### src/checked_hex_dec_text_to_int_core_macros.svh
// Assertion macros shared by the text-to-integer converter RTL.
// Expects clk and rst_n in scope at each use; no other dependencies.
`ifndef CHECKED_HEX_DEC_TEXT_TO_INT_CORE_MACROS_SVH
`define CHECKED_HEX_DEC_TEXT_TO_INT_CORE_MACROS_SVH

// Same-cycle implication, checked outside reset
`define CHDTI_ASSERT_NOW(lbl, ante, cons, msg) \
  lbl: assert property (@(posedge clk) disable iff (!rst_n) (ante) |-> (cons)) \
    else $error(msg);

// Next-cycle implication, checked outside reset
`define CHDTI_ASSERT_NEXT(lbl, ante, cons, msg) \
  lbl: assert property (@(posedge clk) disable iff (!rst_n) (ante) |=> (cons)) \
    else $error(msg);

`endif

### src/chdti_pkg.sv
// Shared types and constants for the text-to-integer converter.
// No dependencies; imported by every module of the block.
`timescale 1ns / 1ps
`default_nettype none

package chdti_pkg;

  // Character codes the parser reacts to
  localparam logic [7:0] CH_NUL   = 8'h00;
  localparam logic [7:0] CH_PLUS  = 8'h2B;
  localparam logic [7:0] CH_MINUS = 8'h2D;
  localparam logic [7:0] CH_ZERO  = 8'h30;
  localparam logic [7:0] CH_NINE  = 8'h39;
  localparam logic [7:0] CH_UP_A  = 8'h41;
  localparam logic [7:0] CH_UP_F  = 8'h46;
  localparam logic [7:0] CH_UP_X  = 8'h58;
  localparam logic [7:0] CH_LO_A  = 8'h61;
  localparam logic [7:0] CH_LO_F  = 8'h66;
  localparam logic [7:0] CH_LO_X  = 8'h78;

  // Letter digits: low nibble of 'A'..'F' / 'a'..'f' plus this gives 10..15
  localparam logic [3:0] HEX_LETTER_OFS = 4'd9;

  // Register map
  localparam int          PADDR_W          = 3;
  localparam logic        REG_REJECT_INVAL = 1'b0;  // word index, paddr[2]
  localparam int          OUT_W            = 32;

  // Character queue between front and back
  localparam int QDEPTH = 2;
  localparam int QPTR_W = 1;
  localparam int QCNT_W = 2;

  // Parser phase
  typedef enum logic [2:0] {
    PH_START  = 3'd0,
    PH_SIGNED = 3'd1,
    PH_ZERO   = 3'd2,
    PH_HEX    = 3'd3,
    PH_DEC    = 3'd4
  } chdti_phase_t;

  // Pre-decoded character
  typedef struct packed {
    logic       term;    // zero byte
    logic       minus;
    logic       plus;
    logic       zero;    // '0'
    logic       xchar;   // 'x' or 'X'
    logic       dec_ok;  // '0'..'9'
    logic       hex_ok;  // '0'..'9', 'A'..'F', 'a'..'f'
    logic [3:0] digit;   // digit value when dec_ok or hex_ok
  } chdti_class_t;

  // Queue status seen by front and back
  typedef struct packed {
    logic full;
    logic rd_valid;
  } chdti_qstat_t;

endpackage

`default_nettype wire

### src/checked_hex_dec_text_to_int_core.sv
// Top level of the streaming text-to-integer converter with hex prefix.
// Depends on chdti_pkg, chdti_front, chdti_queue and chdti_back.
`timescale 1ns / 1ps
`default_nettype none

// Takes one character per cycle on the input channel while the queue has
// room; a zero byte ends the string and yields one result (value and ok
// flag) on the output channel. Characters are decoded in the front end,
// pass a two-entry queue and are folded into the accumulator by the back
// end, one per cycle unless a terminator waits, so the sustained rate is one
// character per clock. A terminator passes the queue and its result then
// sits in the result register; that single register is the only point that
// can hold the back end, and only for terminators.
// No start-up sweep: the block takes characters right after reset.
// Register reject_invalid (byte address 0, reset 1) selects strict mode and
// is meant to be written between strings.

module checked_hex_dec_text_to_int_core import chdti_pkg::*; #(
  parameter int ACC_WIDTH = 32
) (
  input  wire logic                 clk,
  input  wire logic                 rst_n,
  // Character channel
  input  wire logic                 in_valid,
  output logic                      in_ready,
  input  wire logic [7:0]           in_char_byte,
  // Result channel
  output logic                      out_valid,
  input  wire logic                 out_ready,
  output logic signed [OUT_W-1:0]   out_int_value,
  output logic                      out_ok,
  // Register port
  input  wire logic                 psel,
  input  wire logic                 penable,
  input  wire logic                 pwrite,
  input  wire logic [PADDR_W-1:0]   paddr,
  input  wire logic [31:0]          pwdata,
  output logic [31:0]               prdata,
  output logic                      pready
);

  logic          reject_r, reject_nxt;
  logic          reg_sel;
  chdti_qstat_t  qstat;
  chdti_class_t  push_data;
  chdti_class_t  rd_data;
  logic          push;
  logic          pop;

  // Register port
  assign pready  = 1'b1;
  assign reg_sel = (paddr[2] == REG_REJECT_INVAL);
  assign prdata  = reg_sel ? {31'b0, reject_r} : 32'b0;

  always_comb begin
    reject_nxt = reject_r;
    if (psel && penable && pwrite && reg_sel) begin
      reject_nxt = pwdata[0];
    end
  end

  always_ff @(posedge clk) begin
    if (!rst_n) begin
      reject_r <= 1'b1;
    end else begin
      reject_r <= reject_nxt;
    end
  end

  // Front: accept and decode
  chdti_front u_front (
    .in_valid     (in_valid),
    .in_ready     (in_ready),
    .in_char_byte (in_char_byte),
    .qstat        (qstat),
    .push         (push),
    .push_data    (push_data)
  );

  // Decoded character queue
  chdti_queue u_queue (
    .clk       (clk),
    .rst_n     (rst_n),
    .push      (push),
    .push_data (push_data),
    .pop       (pop),
    .rd_data   (rd_data),
    .qstat     (qstat)
  );

  // Back: parse and emit
  chdti_back #(
    .ACC_WIDTH (ACC_WIDTH)
  ) u_back (
    .clk            (clk),
    .rst_n          (rst_n),
    .reject_invalid (reject_r),
    .qstat          (qstat),
    .rd_data        (rd_data),
    .pop            (pop),
    .out_valid      (out_valid),
    .out_ready      (out_ready),
    .out_int_value  (out_int_value),
    .out_ok         (out_ok)
  );

endmodule

`default_nettype wire

### src/chdti_front.sv
// Front end: accepts character requests and decodes each into a class word.
// Depends on chdti_pkg; feeds chdti_queue.
`timescale 1ns / 1ps
`default_nettype none

module chdti_front import chdti_pkg::*; (
  input  wire logic         in_valid,
  output logic              in_ready,
  input  wire logic [7:0]   in_char_byte,
  input  wire chdti_qstat_t qstat,
  output logic              push,
  output chdti_class_t      push_data
);

  logic is_dec;
  logic is_up;
  logic is_lo;

  // Take a character whenever the queue has room
  assign in_ready = !qstat.full;
  assign push     = in_valid && !qstat.full;

  // Character classes
  assign is_dec = (in_char_byte >= CH_ZERO) && (in_char_byte <= CH_NINE);
  assign is_up  = (in_char_byte >= CH_UP_A) && (in_char_byte <= CH_UP_F);
  assign is_lo  = (in_char_byte >= CH_LO_A) && (in_char_byte <= CH_LO_F);

  always_comb begin
    push_data.term   = (in_char_byte == CH_NUL);
    push_data.minus  = (in_char_byte == CH_MINUS);
    push_data.plus   = (in_char_byte == CH_PLUS);
    push_data.zero   = (in_char_byte == CH_ZERO);
    push_data.xchar  = (in_char_byte == CH_UP_X) || (in_char_byte == CH_LO_X);
    push_data.dec_ok = is_dec;
    push_data.hex_ok = is_dec || is_up || is_lo;
    // letters: low nibble 1..6 maps to 10..15
    push_data.digit  = is_dec ? in_char_byte[3:0] : (in_char_byte[3:0] + HEX_LETTER_OFS);
  end

endmodule

`default_nettype wire

### src/chdti_queue.sv
// Two-entry queue of decoded characters between front and back.
// Depends on chdti_pkg.
`timescale 1ns / 1ps
`default_nettype none

module chdti_queue import chdti_pkg::*; (
  input  wire logic         clk,
  input  wire logic         rst_n,
  input  wire logic         push,
  input  wire chdti_class_t push_data,
  input  wire logic         pop,
  output chdti_class_t      rd_data,
  output chdti_qstat_t      qstat
);

  chdti_class_t             mem_r [QDEPTH];
  logic [QPTR_W-1:0]        wr_ptr_r, wr_ptr_nxt;
  logic [QPTR_W-1:0]        rd_ptr_r, rd_ptr_nxt;
  logic [QCNT_W-1:0]        cnt_r, cnt_nxt;

  assign qstat.full     = (cnt_r == QCNT_W'(QDEPTH));
  assign qstat.rd_valid = (cnt_r != '0);
  assign rd_data        = mem_r[rd_ptr_r];

  // Pointer and count update
  always_comb begin
    wr_ptr_nxt = push ? wr_ptr_r + 1'b1 : wr_ptr_r;
    rd_ptr_nxt = pop  ? rd_ptr_r + 1'b1 : rd_ptr_r;
    cnt_nxt    = cnt_r + QCNT_W'(push) - QCNT_W'(pop);
  end

  always_ff @(posedge clk) begin
    if (!rst_n) begin
      wr_ptr_r <= '0;
      rd_ptr_r <= '0;
      cnt_r    <= '0;
    end else begin
      wr_ptr_r <= wr_ptr_nxt;
      rd_ptr_r <= rd_ptr_nxt;
      cnt_r    <= cnt_nxt;
    end
  end

  // Entry storage
  always_ff @(posedge clk) begin
    if (push) begin
      mem_r[wr_ptr_r] <= push_data;
    end
  end

endmodule

`default_nettype wire

### src/chdti_back.sv
// Back end: phase machine, shift-add accumulator and result register.
// Depends on chdti_pkg and the assertion macros header; reads chdti_queue.
`timescale 1ns / 1ps
`default_nettype none
`include "checked_hex_dec_text_to_int_core_macros.svh"

module chdti_back import chdti_pkg::*; #(
  parameter int ACC_WIDTH = 32
) (
  input  wire logic                  clk,
  input  wire logic                  rst_n,
  input  wire logic                  reject_invalid,
  input  wire chdti_qstat_t          qstat,
  input  wire chdti_class_t          rd_data,
  output logic                       pop,
  output logic                       out_valid,
  input  wire logic                  out_ready,
  output logic signed [OUT_W-1:0]    out_int_value,
  output logic                       out_ok
);

  chdti_phase_t          phase_r, phase_nxt;
  logic                  neg_r, neg_nxt;
  logic                  failed_r, failed_nxt;
  logic [ACC_WIDTH-1:0]  acc_r, acc_nxt;
  logic                  out_valid_r, out_valid_nxt;
  logic [OUT_W-1:0]      out_int_value_r;
  logic                  out_ok_r;

  logic                  work;       // non-terminator popped while not failed
  logic                  finish;     // terminator popped
  logic [ACC_WIDTH-1:0]  acc_dec;
  logic [ACC_WIDTH-1:0]  acc_hex;
  logic [ACC_WIDTH-1:0]  signed_acc;
  logic [OUT_W-1:0]      result_ext;

  // A terminator waits for the result register; other characters never stall
  assign pop    = qstat.rd_valid && (!rd_data.term || !out_valid_r || out_ready);
  assign finish = pop && rd_data.term;
  assign work   = pop && !rd_data.term && !failed_r;

  // Digit append: x10 as x8 + x2, x16 as a shift
  assign acc_dec = (acc_r << 3) + (acc_r << 1) + ACC_WIDTH'(rd_data.digit);
  assign acc_hex = (acc_r << 4) | ACC_WIDTH'(rd_data.digit);

  // Next phase
  always_comb begin
    phase_nxt = phase_r;
    if (finish) begin
      phase_nxt = PH_START;
    end else if (work) begin
      unique case (phase_r)
        PH_START: begin
          if (rd_data.minus || rd_data.plus) begin
            phase_nxt = PH_SIGNED;
          end else begin
            phase_nxt = rd_data.zero ? PH_ZERO : PH_DEC;
          end
        end
        PH_SIGNED: begin
          phase_nxt = rd_data.zero ? PH_ZERO : PH_DEC;
        end
        PH_ZERO: begin
          phase_nxt = rd_data.xchar ? PH_HEX : PH_DEC;
        end
        PH_HEX: begin
          phase_nxt = PH_HEX;
        end
        PH_DEC: begin
          phase_nxt = PH_DEC;
        end
        default: begin
          phase_nxt = PH_DEC;
        end
      endcase
    end
  end

  // Datapath actions per phase
  always_comb begin
    acc_nxt    = acc_r;
    neg_nxt    = neg_r;
    failed_nxt = failed_r;
    if (finish) begin
      acc_nxt    = '0;
      neg_nxt    = 1'b0;
      failed_nxt = 1'b0;
    end else if (work) begin
      unique case (phase_r)
        PH_START, PH_SIGNED: begin
          if ((phase_r == PH_START) && rd_data.minus) begin
            neg_nxt = 1'b1;
          end else if ((phase_r == PH_START) && rd_data.plus) begin
            neg_nxt = neg_r;
          end else if (!rd_data.zero) begin
            // first body character other than '0' is parsed as decimal
            if (rd_data.dec_ok) begin
              acc_nxt = acc_dec;
            end else if (reject_invalid) begin
              failed_nxt = 1'b1;
            end
          end
        end
        PH_ZERO: begin
          if (!rd_data.xchar) begin
            if (rd_data.dec_ok) begin
              acc_nxt = acc_dec;
            end else if (reject_invalid) begin
              failed_nxt = 1'b1;
            end
          end
        end
        PH_HEX: begin
          if (rd_data.hex_ok) begin
            acc_nxt = acc_hex;
          end else if (reject_invalid) begin
            failed_nxt = 1'b1;
          end
        end
        default: begin
          if (rd_data.dec_ok) begin
            acc_nxt = acc_dec;
          end else if (reject_invalid) begin
            failed_nxt = 1'b1;
          end
        end
      endcase
    end
  end

  // Apply sign, then sign-extend or truncate to the output width
  assign signed_acc = neg_r ? (~acc_r + ACC_WIDTH'(1)) : acc_r;

  for (genvar i = 0; i < OUT_W; i++) begin : g_ext
    if (i < ACC_WIDTH) begin : g_bit
      assign result_ext[i] = signed_acc[i];
    end else begin : g_sign
      assign result_ext[i] = signed_acc[ACC_WIDTH-1];
    end
  end

  // Result register
  assign out_valid_nxt = finish || (out_valid_r && !out_ready);

  always_ff @(posedge clk) begin
    if (!rst_n) begin
      phase_r     <= PH_START;
      neg_r       <= 1'b0;
      failed_r    <= 1'b0;
      acc_r       <= '0;
      out_valid_r <= 1'b0;
    end else begin
      phase_r     <= phase_nxt;
      neg_r       <= neg_nxt;
      failed_r    <= failed_nxt;
      acc_r       <= acc_nxt;
      out_valid_r <= out_valid_nxt;
    end
  end

  always_ff @(posedge clk) begin
    if (finish) begin
      out_int_value_r <= failed_r ? '0 : result_ext;
      out_ok_r        <= !failed_r;
    end
  end

  assign out_valid     = out_valid_r;
  assign out_int_value = out_int_value_r;
  assign out_ok        = out_ok_r;

  // Checks
  `CHDTI_ASSERT_NOW(a_reject_zero, out_valid_r && !out_ok_r, out_int_value_r == '0, "rejected result not zero")
  `CHDTI_ASSERT_NEXT(a_finish_shows, finish, out_valid_r, "terminator gave no result")
  `CHDTI_ASSERT_NEXT(a_finish_clears, finish, (phase_r == PH_START) && !failed_r && (acc_r == '0), "state not cleared after result")
  `CHDTI_ASSERT_NEXT(a_failed_holds, failed_r && !finish, failed_r && $stable(acc_r), "failed string changed state")

endmodule

`default_nettype wire

### config.mk
export PLATFORM = sky130hd
export DESIGN_NAME = checked_hex_dec_text_to_int_core
export DESIGN_NICKNAME = d
export VERILOG_FILES = /design/src/chdti_pkg.sv /design/src/checked_hex_dec_text_to_int_core.sv /design/src/chdti_front.sv /design/src/chdti_queue.sv /design/src/chdti_back.sv
export VERILOG_INCLUDE_DIRS = /design/src /design/src/src
export SDC_FILE = /design/constraint.sdc
export NUM_CORES = 1
export LEC_CHECK = 0
export BUFFER_PORTS_ARGS = -buffer_cell sky130_fd_sc_hd__clkbuf_2
export CELL_PAD_IN_SITES_DETAIL_PLACEMENT = 0
export CELL_PAD_IN_SITES_GLOBAL_PLACEMENT = 1
export CORE_ASPECT_RATIO = 0.8
export CORE_MARGIN = 2
export CORE_UTILIZATION = 45
export DETAILED_ROUTE_END_ITERATION = 8
export GPL_TIMING_DRIVEN = 0
export PLACE_DENSITY = 0.89
export SYNTH_ARGS = -nofsm -noshare
export SYNTH_HDL_FRONTEND = slang
export SYNTH_SLANG_ARGS = --single-unit
### constraint.sdc
create_clock -name clk -period 13.47 [get_ports clk]
set_clock_uncertainty 0.15 [all_clocks]
set_input_delay 2.694 -clock clk [delete_from_list [all_inputs] [get_ports clk]]
set_output_delay 2.694 -clock clk [all_outputs]
set_load 0.005 [all_outputs]
==> metrics, run 1 <==
outcome=finished, final reports clean; min Tclk post-route=5835 ps; worst hold path class=flop to flop; H-Tree Depth=3; global route total overflow=0; Critical Path AT=2990 ps; CORE AREA=0.01516 mm^2; DRC=0; # diodes=0; Final period util=43.31%; largest area contributor in the netlist=edfxtp_1; Synth Cell Area=about 0.007 mm^2; hold endpoint=reject_r$_SDFFE_PN1P_; 1st-iter DRT viols=335; CP max-delay cell=clkbuf_2; Die H=115.8 um; Setup CP Type=input pin to output port; die area=around 0.017 mm^2; Hold Crit Start=reject_r$_SDFFE_PN1P_; cell chain of the critical path=clkbuf_2 -> nor2b_1 -> clkbuf_2; r2r setup slk=9260 ps; GRT Util Overall=19.52%; initial antenna violation count=0; Worst Hold Depth=2; via count of the first global-routing pass=between 5000 and 6000; post-synth cell types=64; ranking of synthesized cells by area=edfxtp_1 (24%), dfxtp_1 (13%), ha_1 (12%), xor2_1 (4.9%), nor2_1 (4.5%); post-synthesis sequential area ratio=36.03%; kind of cell adding the most delay to the critical path=buffers and inverters; endpoints failing hold=0; Tot Pwr=1.117 mW; routed vias=5777; DP Worst Slack=7636 ps; r2r endpoint=u_back.acc_r[30]$_SDFFE_PP0P_; CTS tree=yes; Buf+Inv Stages, Crit Path=2; CP Data Required Time=10630 ps; # port buffers=51; count leader, synth=nor2_1; worst skew pair latency=350 ps; synthesis warning total=0; cts hold-fix bufs=0; max-cap viol count=0; FMAX=approximately 0.17 GHz; Antenna Nets Post-Route=0; Placer Congestion=0.8443; TritonCTS Buffers=9; worst setup margin=roughly 7600 ps; ys flop type=edfxtp_1; crit-path max cell delay=110 ps; Max-slew headroom=6.736%; asr flop ratio synth=0%; Syn Inst Count=774; Rows=40; Die X=about 140 um; Top cell by count, worst path=clkbuf_2; clk sinks=just under 100; Avg Inst Size Synth=9.080 um^2; # setup viols final=0; Least-Margin Pin Slew=1395 ps; DP HPWL=12440 um; Starting Density=46.34%; layout cells sized above 1=between 10% and 20%; Max VDD drop=0.06263 mV; largest net degree at the start of global routing=16; setup repair bufs after CTS=0; cells on worst reg2reg path=12; Synth Register Bits=99; crit-path max FO=2; clock transition at the registers of the reported paths=60 ps; Routed wire per std cell=14.99 um; worst-case clock buffer depth=2; first-pass GRT wire length=25710 um; top post-synthesis cells by count=nor2_1 (85), nand2_1 (66), ha_1 (65), a21oi_1 (60), edfxtp_1 (55); drt pass-1 iters=5; RSZ-0062 raised after global routing=false; Slew Viols, Final=0; LEAKAGE=3.722 nW; Resized Gates After CTS=0; Setup crit start kind=input pin; Setup TNS Final=0 ps; Yosys top cell area share=23.50%; Root Driver=clkbuf_16; num ports=118; NumNets Final=985; Post-synth EDFFs=55; vias per cell=5.334; endpoint class of the critical path=output port; drt total wl=16230 um; PwrDens=140.2 mW/mm^2; fill cell count=1422; Area growth, synth to finish=13.39%
## power by group
group          internal (mW)  leakage (nW)  switching, mW
Clock                  0.144         0.135          0.108
Combinational          0.180          2.70          0.259
Sequential             0.382         0.885         0.0444
## cell families (layout without fill, tap and decap cells)
family / Yosys count / count (layout) / synth area share, %
AO/OA/AOI/OAI: 196 / 196 / 17.95
XOR/XNOR: 57 / 57 / 7.103
adder cells (fa/ha/maj): 67 / 67 / 12.14
buffers and inverters: 88 / 157 / 6.587
flip-flops: 99 / 99 / 36.03
multiplexers: 17 / 17 / 2.688
other: 2 / 32 / 0.1069
AND/OR/NAND/NOR: 248 / 248 / 17.39
## metal layers
layer	global-route usage [%]	up-vias	part of all wire [%]
met1	30.31	2657	52
li1	-	2939	-
met4	4.967	0	1.1
met5	0	-	0
met2	28.89	166	42
met3	2.066	15	5.0
## through the flow
step	hold WS (ps)	cell area (um^2)	cells	utilization [%]
3_5_place_dp	331.3	7682	1067	50.66
5_1_grt	367.3	7969	1083	52.55
2_1_floorplan	300.1	7141	804	-
3_3_place_gp	333.0	7659	1065	50.50
4_1_cts	353.3	7969	1083	52.55
6_report	353.9	7969	1083	52.55
## worst register-to-register path, delay by kind of cell, from the launching register on
family	cells	cell delay [ps]
AO/OA/AOI/OAI	6	1310
adder cells (fa/ha/maj)	2	1030
AND/OR/NAND/NOR	2	670
multiplexers	1	350
flip-flops	1	340
buffers and inverters	1	280
## cell type report
cell class                 count  area, um^2  share of cell area [%]
timing repair buffer          53       274.0                   3.439
sequential                    99        2532                   31.78
buffer                        68       387.9                   4.867
tap                          210       262.8                   3.297
clock buffer                  12       236.5                   2.968
clock inverter                 4       50.05                  0.6280
multi-input combinational    617        4150                   52.08
inverter                      20       75.07                  0.9421
## worst max path at each step
stage / slack [ps] / depth (start not counted) / startpoint / end
after global placement: 6050 / 7 / out_ready / u_back.acc_r[4]$_SDFFE_PP0P_
after CTS: 7640 / 3 / paddr[2] / prdata[0]
after global routing: 7590 / 3 / paddr[2] / prdata[0]
after detailed placement: 7640 / 3 / paddr[2] / prdata[0]
final: 7640 / 3 / paddr[2] / prdata[0]
after floorplan: 7190 / 6 / out_ready / u_back.acc_r[4]$_SDFFE_PP0P_
## flip-flops by register name, summed over array words and instances, names as in the netlist, named ones only
register,flops
reject_r,1
u_back.acc_r,32
u_back.failed_r,1
u_back.neg_r,1
u_back.out_int_value,32
u_back.out_ok,1
u_back.out_valid,1
u_back.phase_r,3
u_queue.cnt_r,2
u_queue.mem_r,22
u_queue.rd_ptr_r,1
u_queue.wr_ptr_r,1
## cells in the final DEF (no fill, tap or decap), types with 21 or more instances in the layout
cell,instances
clkbuf_2,51
buf_4,33
clkbuf_1,32
o21ai_0,40
a21o_1,21
nor2_1,85
conb_1,32
nand2_1,66
a21oi_1,60
edfxtp_1,55
xor2_1,39
ha_1,65
dfxtp_1,44
(Power assumes the default switching activity.)
==> run 2, diff against run 1 <==
--- a/config.mk
+++ b/config.mk
@@ -11,10 +11,10 @@
 export CELL_PAD_IN_SITES_GLOBAL_PLACEMENT = 1
 export CORE_ASPECT_RATIO = 0.8
 export CORE_MARGIN = 2
-export CORE_UTILIZATION = 45
+export CORE_UTILIZATION = 39
 export DETAILED_ROUTE_END_ITERATION = 8
 export GPL_TIMING_DRIVEN = 0
-export PLACE_DENSITY = 0.89
+export PLACE_DENSITY = 0.83
 export SYNTH_ARGS = -nofsm -noshare
 export SYNTH_HDL_FRONTEND = slang
 export SYNTH_SLANG_ARGS = --single-unit
==> constraint.sdc (replaced) <==
create_clock -name clk -period 5.09 [get_ports clk]
set_clock_uncertainty 0.15 [all_clocks]
set_input_delay 1.018 -clock clk [delete_from_list [all_inputs] [get_ports clk]]
set_output_delay 1.018 -clock clk [all_outputs]
set_load 0.005 [all_outputs]
==> run 2 against run 1 <==
Critical path depth increased by 9. Clock power increased to 3.2 times the previous value. First-iteration DRC count increased by 16%. Hold slack got worse by 6.4 ps. Power increased to 2.8 times the previous value. Global-route usage decreased by 2.3 points. Highest routed layer unchanged. Utilization decreased by 6.4 points. Setup slack got worse by 6700 ps.
==> metrics, run 2 (same netlist as run 1, synthesis figures left out) <==
routed vias=5753; LEAKAGE=3.758 nW; placed instance area=0.007709 mm^2; # port buffers=51; most frequent cells in the layout=nor2_1 (85), nand2_1 (66), ha_1 (65); global route total overflow=0; Setup crit start kind=flop; Final period util=81.62%; final instance area=0.008063 mm^2; initial antenna violation count=0; Area growth, synth to finish=14.72%; PwrDens=383.3 mW/mm^2; r2r setup slk=940 ps; vias per cell=5.240; clk sinks=99; Slew Viols, Final=0; Placer Congestion=0.8311; # setup viols final=0; RSZ-0062 raised after global routing=false; die area=0.01912 mm^2; CORE AREA=0.01749 mm^2; Root Driver=clkbuf_16; Least-Margin Pin Slew=~960 ps; endpoint class of the critical path=flop; Setup CP Type=flop to flop; crit-path max FO=10; CTS tree=yes; worst skew pair latency=350 ps; worst-case clock buffer depth=2; CP Data Required Time=5220 ps; Die X=154.1 um; Post-Route Utilization=between 40% and 50%; H-Tree Depth=3; cts hold-fix bufs=0; drt total wl=around 16000 um; first-pass GRT wire length=26480 um; via count of the first global-routing pass=between 5000 and 6000; worst hold path class=flop to flop; FMAX=about 0.24 GHz; setup repair bufs after CTS=0; clock transition at the registers of the reported paths=around 70 ps; DRC=0; Starting Density=40.19%; Rows=43; Tot Pwr=3.091 mW; drt pass-1 iters=5; cells on worst reg2reg path=12; endpoints failing hold=0; Antenna Nets Post-Route=0; num ports=between 100 and 150; outcome=finished, final reports clean; Worst Hold Depth=2; NumNets Final=985; largest net degree at the start of global routing=18; Max VDD drop=between 0.2 and 0.25 mV; Resized Gates After CTS=0; # diodes=0; 1st-iter DRT viols=388; max-cap viol count=0; DP HPWL=12650 um; TritonCTS Buffers=9; min Tclk post-route=4154 ps; Critical Path AT=around 4300 ps; Die H=approximately 120 um; GRT Util Overall=approximately 17%; most common cell after layout, fill and taps aside=nor2_1; Max-slew headroom=about 36%; Routed wire per std cell=14.98 um; layout cells sized above 1=15.01%
==> run 2: changes by cell type in the layout (fill, tap and decap cells not counted), sizes merged <==
cell | previous run | this run
inv | 21 | 22
clkbuf | 92 | 89
bufinv | 1 | 3
==> run 2: metal layers <==
layer,vias to the layer above,global-route usage [%],part of all wire (%)
li1,2928,-,-
met1,2639,26.70,53
met2,172,25.59,41
met3,14,1.740,5.3
met4,0,4.381,1.0
met5,-,0,0
==> run 2: per-stage QoR <==
stage,setup TNS [ps],hold slack (ps),setup slack (ps),cells
6_report,0,347.5,935.7,1098
3_3_place_gp,-18980,338.2,-709.7,1080
4_1_cts,0,347.7,944.1,1098
5_1_grt,0,388.4,643.1,1098
3_5_place_dp,0,338.4,982.5,1082
2_1_floorplan,0,300.1,481.6,804
==> run 2: cell type report <==
type | count | area [um^2]
clock buffer | 9 | 225.2
buffer | 68 | 387.9
clock inverter | 7 | 123.9
tap | 225 | 281.5
timing repair buffer | 53 | 281.5
fill | 1667 | 9423
multi-input combinational | 617 | 4155
sequential | 99 | 2532
inverter | 20 | 75.07
==> run 2: final timing paths <==
kind	start	endpoint
worst min-delay path	u_back.acc_r[31]$_SDFFE_PP0P_	u_back.acc_r[31]$_SDFFE_PP0P_
worst min register to register	u_back.acc_r[31]$_SDFFE_PP0P_	u_back.acc_r[31]$_SDFFE_PP0P_
worst max-delay path	flop	u_back.acc_r[30]$_SDFFE_PP0P_
worst max register to register	flop	u_back.acc_r[30]$_SDFFE_PP0P_
==> run 2: where the power goes <==
| group | switching (mW) | internal (mW) |
|---|---|---|
| Clock | 0.310 | 0.485 |
| Sequential | 0.116 | 1.01 |
| Combinational | 0.688 | 0.482 |
| Total | 1.11 | 1.98 |
==> run 2: critical path, cell delays in order, from the launching register on <==
cell and delay, ps:
dfxtp_1 330, buf_2 280, mux2i_1 330, fa_1 510, fa_1 490, nor2b_1 240
o31ai_1 150, a21oi_1 250, a21oi_1 200, a21oi_1 360, a311oi_1 210, or4_1 420
a31oi_1 170
